===== config.mk =====
export PLATFORM = sky130hd
export DESIGN_NAME = rle_byte_decompressor
export DESIGN_NICKNAME = d
export VERILOG_FILES = /design/src/hdl/rbd_pkg.sv /design/src/hdl/rle_byte_decompressor.sv /design/src/hdl/rbd_front.sv /design/src/hdl/rbd_fifo.sv /design/src/hdl/rbd_back.sv
export SDC_FILE = /design/constraint.sdc
export NUM_CORES = 1
export LEC_CHECK = 0
export BUFFER_PORTS_ARGS = -buffer_cell sky130_fd_sc_hd__buf_4
export CORE_MARGIN = 2
export CORE_UTILIZATION = 55
export DETAILED_ROUTE_END_ITERATION = 6
export GPL_ROUTABILITY_DRIVEN = 0
export PLACE_DENSITY_LB_ADDON = 0.15
export REMOVE_ABC_BUFFERS = 1
export SLEW_MARGIN = 20
export SYNTH_ARGS = -nofsm -noshare
export SYNTH_HDL_FRONTEND = slang
export SYNTH_HIERARCHICAL = 1
export SYNTH_SLANG_ARGS = --single-unit

===== constraint.sdc =====
create_clock -name clock -period 6.5 [get_ports clock]
set_clock_uncertainty 0.15 [all_clocks]
set_input_delay 0.325 -clock clock [delete_from_list [all_inputs] [get_ports clock]]
set_output_delay 0.325 -clock clock [all_outputs]
set_load 0.02 [all_outputs]

===== src/hdl/rbd_pkg.sv =====
// Shared types and constants for the run-length byte decompressor.
package rbd_pkg;

   localparam int LEN_BITS_DEF   = 24;
   localparam int PACK_BYTES_DEF = 8;

   localparam int DATA_W      = 8;
   localparam int LIMIT_W     = 24;
   localparam int TOTAL_W     = 24;
   localparam int COUNT_W     = 4;
   localparam int WORD_BYTES  = 8;
   localparam int WORD_W      = WORD_BYTES * DATA_W;
   localparam int RUN_W       = 8;
   localparam int RSP_TDATA_W = 96;

   localparam logic [LIMIT_W-1:0] LIMIT_RESET = {LIMIT_W{1'b1}};
   localparam logic [RUN_W-1:0]   REP_MIN     = RUN_W'(3);

   localparam int FIFO_DEPTH = 4;

   // one parsed command: a run of count copies of data (count 0: no bytes)
   typedef struct packed {
      logic [DATA_W-1:0] data;
      logic [RUN_W-1:0]  count;
      logic              last;
   } cmd_type;

endpackage


===== src/hdl/rle_byte_decompressor.sv =====
// Top level of the packbits-style run-length byte decompressor.
// Usage:
//   req_* carries one compressed byte per word (req_tlast ends the stream).
//   rsp_* carries up to PACK_BYTES decompressed bytes per word, with the byte
//   count, a run-end flag, the stream total so far and, on rsp_tlast, the end
//   of the stream.
//   csr_wen/csr_wdata set the per-stream output limit; write it only while idle.
// Timing:
//   An accepted byte lands in a four-entry command queue; its first result
//   word then passes the expander's command registers and output register.
//   The expander loads a command, then emits one result word per cycle while
//   the output is free; a repeat run of n bytes makes ceil(n/PACK_BYTES) words.
//   Control bytes never reach the expander unless last.
//   Input is taken whenever the queue has room.
// Reset clears the parser, the queue, the byte count and the output valid flag,
// and sets the limit to its maximum.
// A stall on rsp_tready holds the output word, then backs up the queue and
// finally drops req_tready.
module rle_byte_decompressor
   import rbd_pkg::*;
#(
   parameter int LEN_BITS   = LEN_BITS_DEF,
   parameter int PACK_BYTES = PACK_BYTES_DEF
) (
   input  logic                   clock,
   input  logic                   reset,
   input  logic                   req_tvalid,
   output logic                   req_tready,
   input  logic [7:0]             req_tdata,   // in_byte
   input  logic                   req_tlast,   // stream_last
   output logic                   rsp_tvalid,
   input  logic                   rsp_tready,
   output logic [RSP_TDATA_W-1:0] rsp_tdata,   // out_bytes, byte_count, run_end, total_out
   output logic                   rsp_tlast,   // stream_done
   input  logic                   csr_wen,
   input  logic [LIMIT_W-1:0]     csr_wdata    // output_limit
);

   logic [LIMIT_W-1:0] limit_ff;
   logic               q_push, q_full, q_pop, q_empty;
   cmd_type            push_cmd, head_cmd;

   always_ff @(posedge clock) begin
      if (reset) begin
         limit_ff <= LIMIT_RESET;
      end else if (csr_wen) begin
         limit_ff <= csr_wdata;
      end
   end

   rbd_front u_front (
      .clock      (clock),
      .reset      (reset),
      .req_tvalid (req_tvalid),
      .req_tready (req_tready),
      .req_tdata  (req_tdata),
      .req_tlast  (req_tlast),
      .q_full     (q_full),
      .q_push     (q_push),
      .q_cmd      (push_cmd)
   );

   rbd_fifo u_fifo (
      .clock    (clock),
      .reset    (reset),
      .push     (q_push),
      .push_cmd (push_cmd),
      .full     (q_full),
      .pop      (q_pop),
      .head_cmd (head_cmd),
      .empty    (q_empty)
   );

   rbd_back #(
      .LEN_BITS   (LEN_BITS),
      .PACK_BYTES (PACK_BYTES)
   ) u_back (
      .clock        (clock),
      .reset        (reset),
      .output_limit (limit_ff),
      .q_empty      (q_empty),
      .q_cmd        (head_cmd),
      .q_pop        (q_pop),
      .rsp_tvalid   (rsp_tvalid),
      .rsp_tready   (rsp_tready),
      .rsp_tdata    (rsp_tdata),
      .rsp_tlast    (rsp_tlast)
   );

endmodule


===== src/hdl/rbd_front.sv =====
// Front end: parses compressed bytes into run commands.
module rbd_front
   import rbd_pkg::*;
(
   input  logic              clock,
   input  logic              reset,
   input  logic              req_tvalid,
   output logic              req_tready,
   input  logic [7:0]        req_tdata,
   input  logic              req_tlast,
   input  logic              q_full,
   output logic              q_push,
   output cmd_type           q_cmd
);

   typedef enum logic [2:0] {
      PH_CTRL = 3'b001,
      PH_LIT  = 3'b010,
      PH_REP  = 3'b100
   } phase_type;

   phase_type  phase_ff, phase_in;
   logic [6:0] lit_left_ff, lit_left_in;
   logic [6:0] rep_len_ff, rep_len_in;
   logic       accept;

   assign req_tready = !q_full;
   assign accept     = req_tvalid && req_tready;

   always_comb begin
      phase_in    = phase_ff;
      lit_left_in = lit_left_ff;
      rep_len_in  = rep_len_ff;
      q_push      = 1'b0;
      q_cmd.data  = req_tdata;
      q_cmd.count = '0;
      q_cmd.last  = req_tlast;
      if (accept) begin
         case (phase_ff)
            PH_LIT: begin
               q_push      = 1'b1;
               q_cmd.count = RUN_W'(1);
               if (lit_left_ff == '0) begin
                  phase_in = PH_CTRL;
               end else begin
                  lit_left_in = lit_left_ff - 7'd1;
               end
            end
            PH_REP: begin
               q_push      = 1'b1;
               q_cmd.count = RUN_W'(rep_len_ff) + REP_MIN;
               phase_in    = PH_CTRL;
            end
            default: begin
               // control byte; only the stream's last one makes a result
               q_push = req_tlast;
               if (req_tdata[7]) begin
                  rep_len_in = req_tdata[6:0];
                  phase_in   = PH_REP;
               end else begin
                  lit_left_in = req_tdata[6:0];
                  phase_in    = PH_LIT;
               end
            end
         endcase
         if (req_tlast) begin
            phase_in    = PH_CTRL;
            lit_left_in = '0;
            rep_len_in  = '0;
         end
      end
   end

   always_ff @(posedge clock) begin
      if (reset) begin
         phase_ff    <= PH_CTRL;
         lit_left_ff <= '0;
         rep_len_ff  <= '0;
      end else begin
         phase_ff    <= phase_in;
         lit_left_ff <= lit_left_in;
         rep_len_ff  <= rep_len_in;
      end
   end

endmodule


===== src/hdl/rbd_fifo.sv =====
// Small command queue between the parser and the expander.
module rbd_fifo
   import rbd_pkg::*;
(
   input  logic    clock,
   input  logic    reset,
   input  logic    push,
   input  cmd_type push_cmd,
   output logic    full,
   input  logic    pop,
   output cmd_type head_cmd,
   output logic    empty
);

   localparam int PTR_W = $clog2(FIFO_DEPTH);
   localparam int CNT_W = $clog2(FIFO_DEPTH + 1);

   cmd_type            mem_ff [FIFO_DEPTH];
   logic [PTR_W-1:0]   wr_ptr_ff, wr_ptr_in;
   logic [PTR_W-1:0]   rd_ptr_ff, rd_ptr_in;
   logic [CNT_W-1:0]   fill_ff, fill_in;
   logic               do_push, do_pop;

   assign full     = (fill_ff == CNT_W'(FIFO_DEPTH));
   assign empty    = (fill_ff == '0);
   assign head_cmd = mem_ff[rd_ptr_ff];
   assign do_push  = push && !full;
   assign do_pop   = pop && !empty;

   always_comb begin
      wr_ptr_in = do_push ? wr_ptr_ff + PTR_W'(1) : wr_ptr_ff;
      rd_ptr_in = do_pop  ? rd_ptr_ff + PTR_W'(1) : rd_ptr_ff;
      fill_in   = fill_ff;
      if (do_push && !do_pop) begin
         fill_in = fill_ff + CNT_W'(1);
      end else if (do_pop && !do_push) begin
         fill_in = fill_ff - CNT_W'(1);
      end
   end

   always_ff @(posedge clock) begin
      if (do_push) begin
         mem_ff[wr_ptr_ff] <= push_cmd;
      end
   end

   always_ff @(posedge clock) begin
      if (reset) begin
         wr_ptr_ff <= '0;
         rd_ptr_ff <= '0;
         fill_ff   <= '0;
      end else begin
         wr_ptr_ff <= wr_ptr_in;
         rd_ptr_ff <= rd_ptr_in;
         fill_ff   <= fill_in;
      end
   end

endmodule


===== src/hdl/rbd_back.sv =====
// Back end: clamps runs to the output limit and packs bytes into result words.
module rbd_back
   import rbd_pkg::*;
#(
   parameter int LEN_BITS   = LEN_BITS_DEF,
   parameter int PACK_BYTES = PACK_BYTES_DEF
) (
   input  logic                   clock,
   input  logic                   reset,
   input  logic [LIMIT_W-1:0]     output_limit,
   input  logic                   q_empty,
   input  cmd_type                q_cmd,
   output logic                   q_pop,
   output logic                   rsp_tvalid,
   input  logic                   rsp_tready,
   output logic [RSP_TDATA_W-1:0] rsp_tdata,
   output logic                   rsp_tlast
);

   localparam int WIDE_W = (LEN_BITS > LIMIT_W) ? LEN_BITS : LIMIT_W;
   localparam int SUM_W  = (WIDE_W > TOTAL_W) ? WIDE_W : TOTAL_W;
   localparam int PAD_W  = RSP_TDATA_W - (WORD_W + COUNT_W + 1 + TOTAL_W);

   typedef enum logic [1:0] {
      ST_LOAD = 2'b01,
      ST_EMIT = 2'b10
   } state_type;

   state_type             state_ff, state_in;
   logic [LEN_BITS-1:0]   written_ff, written_in;
   logic [RUN_W-1:0]      rem_ff, rem_in;
   logic [DATA_W-1:0]     byte_ff, byte_in;
   logic                  last_ff, last_in;

   logic                  valid_ff, valid_in;
   logic [WORD_W-1:0]     word_ff, word_in;
   logic [COUNT_W-1:0]    count_ff, count_in;
   logic                  run_end_ff, run_end_in;
   logic                  done_ff, done_in;
   logic [TOTAL_W-1:0]    total_ff, total_in;

   logic [WIDE_W-1:0]     lim_wide, mask_wide, lim_sat;
   logic [LEN_BITS-1:0]   lim, room, run_len;
   logic [RUN_W-1:0]      clamp_cnt;
   logic [COUNT_W-1:0]    take;
   logic [LEN_BITS-1:0]   sum;
   logic                  out_free, final_word;
   logic [WORD_W-1:0]     packed_word;

   // limit saturated to the width of the byte counter
   always_comb begin
      lim_wide  = WIDE_W'(output_limit);
      mask_wide = WIDE_W'({LEN_BITS{1'b1}});
      lim_sat   = (lim_wide > mask_wide) ? mask_wide : lim_wide;
      lim       = lim_sat[LEN_BITS-1:0];
      room      = (written_ff < lim) ? lim - written_ff : '0;
      run_len   = LEN_BITS'(q_cmd.count);
      clamp_cnt = (room < run_len) ? room[RUN_W-1:0] : q_cmd.count;
   end

   always_comb begin
      take       = (rem_ff < RUN_W'(PACK_BYTES)) ? rem_ff[COUNT_W-1:0]
                                                 : COUNT_W'(PACK_BYTES);
      final_word = (rem_ff == RUN_W'(take));
      sum        = written_ff + LEN_BITS'(take);
      for (int i = 0; i < WORD_BYTES; i++) begin
         packed_word[DATA_W*i +: DATA_W] =
            ((i < PACK_BYTES) && (i < int'(take))) ? byte_ff : '0;
      end
   end

   assign out_free = !valid_ff || rsp_tready;

   always_comb begin
      state_in   = state_ff;
      written_in = written_ff;
      rem_in     = rem_ff;
      byte_in    = byte_ff;
      last_in    = last_ff;
      q_pop      = 1'b0;
      valid_in   = out_free ? 1'b0 : valid_ff;
      word_in    = word_ff;
      count_in   = count_ff;
      run_end_in = run_end_ff;
      done_in    = done_ff;
      total_in   = total_ff;
      case (state_ff)
         ST_LOAD: begin
            if (!q_empty) begin
               q_pop = 1'b1;
               // a clamped-away run only speaks when it closes the stream
               if ((clamp_cnt != '0) || q_cmd.last) begin
                  rem_in   = clamp_cnt;
                  byte_in  = q_cmd.data;
                  last_in  = q_cmd.last;
                  state_in = ST_EMIT;
               end
            end
         end
         ST_EMIT: begin
            if (out_free) begin
               valid_in   = 1'b1;
               word_in    = packed_word;
               count_in   = take;
               run_end_in = final_word;
               done_in    = final_word && last_ff;
               total_in   = TOTAL_W'(SUM_W'(sum));
               rem_in     = rem_ff - RUN_W'(take);
               written_in = (final_word && last_ff) ? '0 : sum;
               if (final_word) begin
                  state_in = ST_LOAD;
               end
            end
         end
         default: begin
            state_in = ST_LOAD;
         end
      endcase
   end

   always_ff @(posedge clock) begin
      if (reset) begin
         state_ff   <= ST_LOAD;
         written_ff <= '0;
         valid_ff   <= 1'b0;
      end else begin
         state_ff   <= state_in;
         written_ff <= written_in;
         valid_ff   <= valid_in;
      end
   end

   always_ff @(posedge clock) begin
      rem_ff     <= rem_in;
      byte_ff    <= byte_in;
      last_ff    <= last_in;
      word_ff    <= word_in;
      count_ff   <= count_in;
      run_end_ff <= run_end_in;
      done_ff    <= done_in;
      total_ff   <= total_in;
   end

   assign rsp_tvalid = valid_ff;
   assign rsp_tlast  = done_ff;
   assign rsp_tdata  = {{PAD_W{1'b0}}, total_ff, run_end_ff, count_ff, word_ff};

endmodule

# ---- Yosys cells after proc, flatten, opt, wreduce, memory -nomap -nowiden
# Memory sizes are Yosys's and may differ from the RTL's. A register that Yosys moved wholly into a read port is not among the register bits.
# Cells that the tools add are included.
dict set report word_totals {
  regBits 186
  ramBits 68
  mem_count 1
}
# name words width read_ports rd_clocked_by_memory_dff wr line
set mem_list {}
lappend mem_list {u_fifo.mem_ff 4 17 1 1 1 rbd_fifo.sv:18} ;# cmd_type mem_ff [FIFO_DEPTH];
dict set report classes {
  bitwise 1
  muxes 40
  n_addsub 9
  order_cmp 12
  n_eq_ne 15
  reduce_logical 27
}
# operator n
set ops {}
lappend ops {{24-bit two-way mux} 3}
lappend ops {{7-bit two-way mux} 6}
lappend ops {{8-bit two-way mux} 5}
lappend ops {{8-bit case mux with 2 select lines} 2}
lappend ops {{24-bit by 4-bit adder with 24-bit output} 1}
lappend ops {{24-bit greater-than comparator (second input constant)} 1}
lappend ops {{24-bit less-than comparator} 1}
lappend ops {{24-bit by 8-bit less-than comparator with 1-bit output} 1}
lappend ops {{24-bit subtractor} 1}
lappend ops {{3-bit by 4-bit less-than comparator with 1-bit output (first input constant)} 4}
lappend ops {{3-bit two-way mux} 5}
lappend ops {{7-bit case mux with 2 select lines} 1}
lappend ops {{2-bit two-way mux} 6}
lappend ops {{4-bit AND reduction} 3}
lappend ops {{1-bit two-way mux} 9}
lappend ops {{7-bit by 2-bit adder with 8-bit output (second input constant)} 1}
lappend ops {{8-bit by 4-bit == test with 1-bit output} 1}
lappend ops {{1-bit by 4-bit less-than comparator with 1-bit output (first input constant)} 2}
lappend ops {{2-bit by 4-bit less-than comparator with 1-bit output (first input constant)} 2}
lappend ops {{8-bit by 4-bit less-than comparator with 1-bit output (second input constant)} 1}
lappend ops {{2-bit by 1-bit inequality test with 1-bit output (second input constant)} 4}
lappend ops {{8-bit nonzero test} 1}
lappend ops {{8-bit by 4-bit subtractor with 8-bit output} 1}
lappend ops {{7-bit logical NOT} 1}
lappend ops {{24 further kinds} 41}

# ---- Logic depth before layout (Yosys ltp)
dict set report depth {
  ltp_word 11
  depth_mapped 19
  depth_no_buf 19
}

# ---- By module
# The synthesis kept the hierarchy.
# module area_each_um2 seq_area_each_um2 instances cells_each
set by_module_without_submodules {}
lappend by_module_without_submodules {rbd_back 7639.8 3873.7 1 762}
lappend by_module_without_submodules {rbd_fifo 2936.6 2222.1 1 137}
lappend by_module_without_submodules {rbd_front 1216.2 340.3 1 153}
lappend by_module_without_submodules {rle_byte_decompressor 897.1 480.5 1 79}

# ---- Worst setup path before layout
# No wires, ideal clock.
dict set report synth_path {
  kind {register -> register}
  from {register u_back.written_ff[15]}
  to {register u_back.rem_ff[0] (enable)}
  synth_period_minus_slack_ns 4.544
  required_time_ns 6.081
  n_path_buf 1
  setup_slack_ns 1.956
  arrival_time_ns 4.125
  path_stages_with_launch 18
  path_cell_list {dfxtp_1 inv_1 ha_1 clkbuf_1 nand2_1 nor3_1 o2111ai_1 a21boi_0 o21ai_1 nor2_1 ha_1 nor2b_1 a2111oi_0 o21bai_1 nor3_1 a31oi_4 a211o_2 o22a_2}
}
dict set report synth_between {
  elab_chain_len 8
  word_cells_on_any_way 9
}
# element line
set synth_lines {}
lappend synth_lines {{from (decl)} rbd_back.sv:30} ;# logic [LEN_BITS-1:0] written_ff, written_in;
lappend synth_lines {{from (signal assigned)} rbd_back.sv:128} ;# written_ff <= written_in;
lappend synth_lines {{24-bit subtractor or 24-bit less-than comparator (tied branches)} rbd_back.sv:56} ;# room = (written_ff < lim) ? lim - written_ff : '0;
lappend synth_lines {{24-bit two-way mux *} rbd_back.sv:56}
lappend synth_lines {{24-bit by 8-bit less-than comparator with 1-bit output} rbd_back.sv:58} ;# clamp_cnt = (room < run_len) ? room[RUN_W-1:0] : q_cmd.count;
lappend synth_lines {{8-bit two-way mux *} rbd_back.sv:58}
lappend synth_lines {{8-bit nonzero test *} rbd_back.sv:92} ;# if ((clamp_cnt != '0) || q_cmd.last) begin
lappend synth_lines {{1-bit logical OR *} rbd_back.sv:92}
lappend synth_lines {{2-bit by 1-bit inequality test with 1-bit output (no source line) *} -}
lappend synth_lines {{4-bit AND reduction (no source line) *} -}
lappend synth_lines {{to (signal assigned)} rbd_back.sv:134} ;# rem_ff <= rem_in;
lappend synth_lines {{to (decl)} rbd_back.sv:31} ;# logic [RUN_W-1:0] rem_ff, rem_in;
# Every way passes the cells marked *; elsewhere a longest branch is shown, timed or not.
# A chain may end at the register's enable or synchronous reset.

# ---- Worst setup path in the final report
dict set report layout_path {
  from {register u_back.written_ff[17]}
  to {register u_back.rem_ff[4] (enable)}
}
# Same word-level chain as after synthesis.

==> flow_summary.ini <==
[outcome]
status = finished, final reports clean

[critical_path]
path_delay_family = compound AO/OA/AOI/OAI gates
rrSetupSlack_ns = 1.38
crit_cells = 16
crit_required_ns = 6.61
slowest_stage = o21ai_1
path_max_fanout = 10
slowest_delay_ns = 0.53
worst_setup_path_end_kind = flip-flop
ff2ff_path_depth = 16
cp_cell_sequence = inv_1 > ha_1 > a21oi_1 > o21ai_0 > a21oi_1 > o21ai_0 > o21ai_1 > nor2_1 > ha_1 > nor2b_1 > a2111oi_0 > o21bai_1 > nor3_1 > a31oi_4 > a211o_2 > o22a_2
setup.worst_path.class = flip-flop to flip-flop
startpoint_type = flip-flop
arrival_ns = 5.24
critPathBufInv = 1

[logic_synthesis]
synth_enable_flop_cells = 179
synth_cell_type_count = 88
synth.top_cell.area_share = 0.424
syn_inst = 1131
ys_async_sr_fraction = 0
ys_ff_latch = 256
synthTopCellsByArea = edfxtp_1, dfxtp_1, ha_1, nor2b_1, mux4_2
seq_area_frac_synth = 0.545
netlist_area_um2 = 12700
yosysTopAreaCell = edfxtp_1
yosys_warnings = 6
syn_avg_cell_area_um2 = 11.2
ys.flop_type = edfxtp_1

[sta]
fin_crit_ns = 5.12
drv_slew = 0
slew_headroom = 0.364
final.period_utilization = 0.788
setup-violations-final = 0
hold_slack_ns = 0.0198
worst_slew_pin_slew_ns = 0.954
setup_tns_ns = 0
hold_viol = 0
rsz0062_at_grt = no
fmax_mhz = 195
fin_ws_ns = 1.38

[floorplanning]
initial_core_util = 0.560
die-height_um = 156
coreArea_um2 = 22600
rows = 55
dieArea_um2 = 24300
io_pins = 137
die_w_um = 156

[routing]
wirelength_um = 28300
drtAntennaViolNets = 0
drcViolationCount = 0
first_iter_violations = 726
viasPerCell = 5.77
dr.pass1.iters = 5
num_vias = 9143
post_drt_wl_per_cell_um = 17.8

[pwr]
peakVddDrop_mv = 0.223
total_power_mw = 4.47
leakagePower_nw = 5.47
p_per_area_nw_per_um2 = 300

[clock_tree]
clkLatencyLatePin_ns = 0.54
ctsHoldBuffers = 34
post_cts_buffers = 0
cts_root_buf = clkbuf_16
clock-sinks = 256
cts.htree.levels = 1
cts_tree = done
ctsLongestPathBuffers = 3
cts_resized = 0
path_clk_slew_ns = 0.06
numCtsBuffers = 26

[place]
port_buffers = 133
dp_hpwl_um = 19900
pre_cts_slack_ns = 1.46

[hold_path]
hold_path_class = input pin to flip-flop
hold_depth = 2

[final_layout]
final_net_count = 1364
area_growth_syn_to_layout_pct = 17.7
finish.utilization = 0.660
layout_commonest_cell = edfxtp_1
layout-drive-gt1-share = 0.170
num_antenna_cells = 0
layout_common_cells = edfxtp_1, buf_4, nor2_1

[global_route]
grt.overflow.total = 0
grt_max_degree = 64
grt_pass1_wl_um = 45000
grt_pass1_vias = 8551
antenna_found_initial = 0
grt_usage = 0.231

[run]
cap_viol_max_count = 0
## cell type report
class	count	area, µm²
sequential	256	6920
clock inverter	19	153
clock buffer	29	662
tap	285	357
fill	1724	7710
inverter	71	269
timing repair buffer	170	1360
multi-input combinational	754	5220
## flip-flops by register name, indices dropped and copies added, names as in the netlist, 2 cells and up, named ones only
name,count
u_back/word_ff,64
u_back/total_ff,24
u_front/phase_ff,3
u_front/rep_len_ff,7
u_back/written_ff,24
u_fifo/fill_ff,3
u_back/byte_ff,8
u_fifo/wr_ptr_ff,2
u_back/count_ff,4
u_front/lit_left_ff,7
limit_ff,24
u_back/state_ff,2
u_fifo/rd_ptr_ff,2
u_fifo/mem_ff,68
u_back/rem_ff,8
## path summary, 6_finish.rpt
check | from | to
worst max register to register | u_back/written_ff[17] | u_back/rem_ff[4]
worst min register to register | u_back/written_ff[22] | u_back/written_ff[22]
worst min-delay path | reset | u_back/written_ff[20]
worst max-delay path | u_back/written_ff[17] | u_back/rem_ff[4]
## layer usage
layer,GRT usage,up-vias,part of all wire
li1,-,4431,-
met1,0.344,4403,0.47
met2,0.367,283,0.46
met3,0.0372,26,0.068
met4,0.0389,0,0.0094
met5,0,-,0
## report_power, final
| part | internal [mW] | switching [mW] | total (mW) | leakage (nW) |
|---|---|---|---|---|
| registers | 1.99 | 0.125 | 2.11 | 2.29 |
| clock network | 0.812 | 0.609 | 1.42 | 0.399 |
| logic | 0.386 | 0.555 | 0.941 | 2.78 |
| total | 3.18 | 1.29 | 4.47 | 5.47 |
## kinds of logic after synthesis
| kind of cell | synth area share |
|---|---|
| mux | 0.0430 |
| flops | 0.545 |
| buf+inv | 0.0457 |
| xor+xnor | 0.0311 |
| fa+ha+maj | 0.0481 |
| compound gates | 0.127 |
| other cells | 0.000592 |
| simple gates | 0.159 |
## synth_stat cells, drive strengths merged, types with 23 or more instances
| master | instances |
|---|---|
| a21oi | 60 |
| nand3 | 23 |
| xnor2 | 29 |
| nor2 | 92 |
| dfxtp | 77 |
| nand2 | 81 |
| o21ai | 59 |
| ha | 44 |
| edfxtp | 179 |
| a211o | 26 |
| nor3 | 24 |
| buf | 30 |
| nor2b | 62 |
| inv | 69 |
## per-stage QoR
stage                     instances  area, µm²
after floorplan                1081      12400
after global placement         1502      13800
after detailed placement       1502      13800
after CTS                      1584      14900
after global routing           1584      14900
final                          1584      14900
Power figures use the tool's default switching activity.
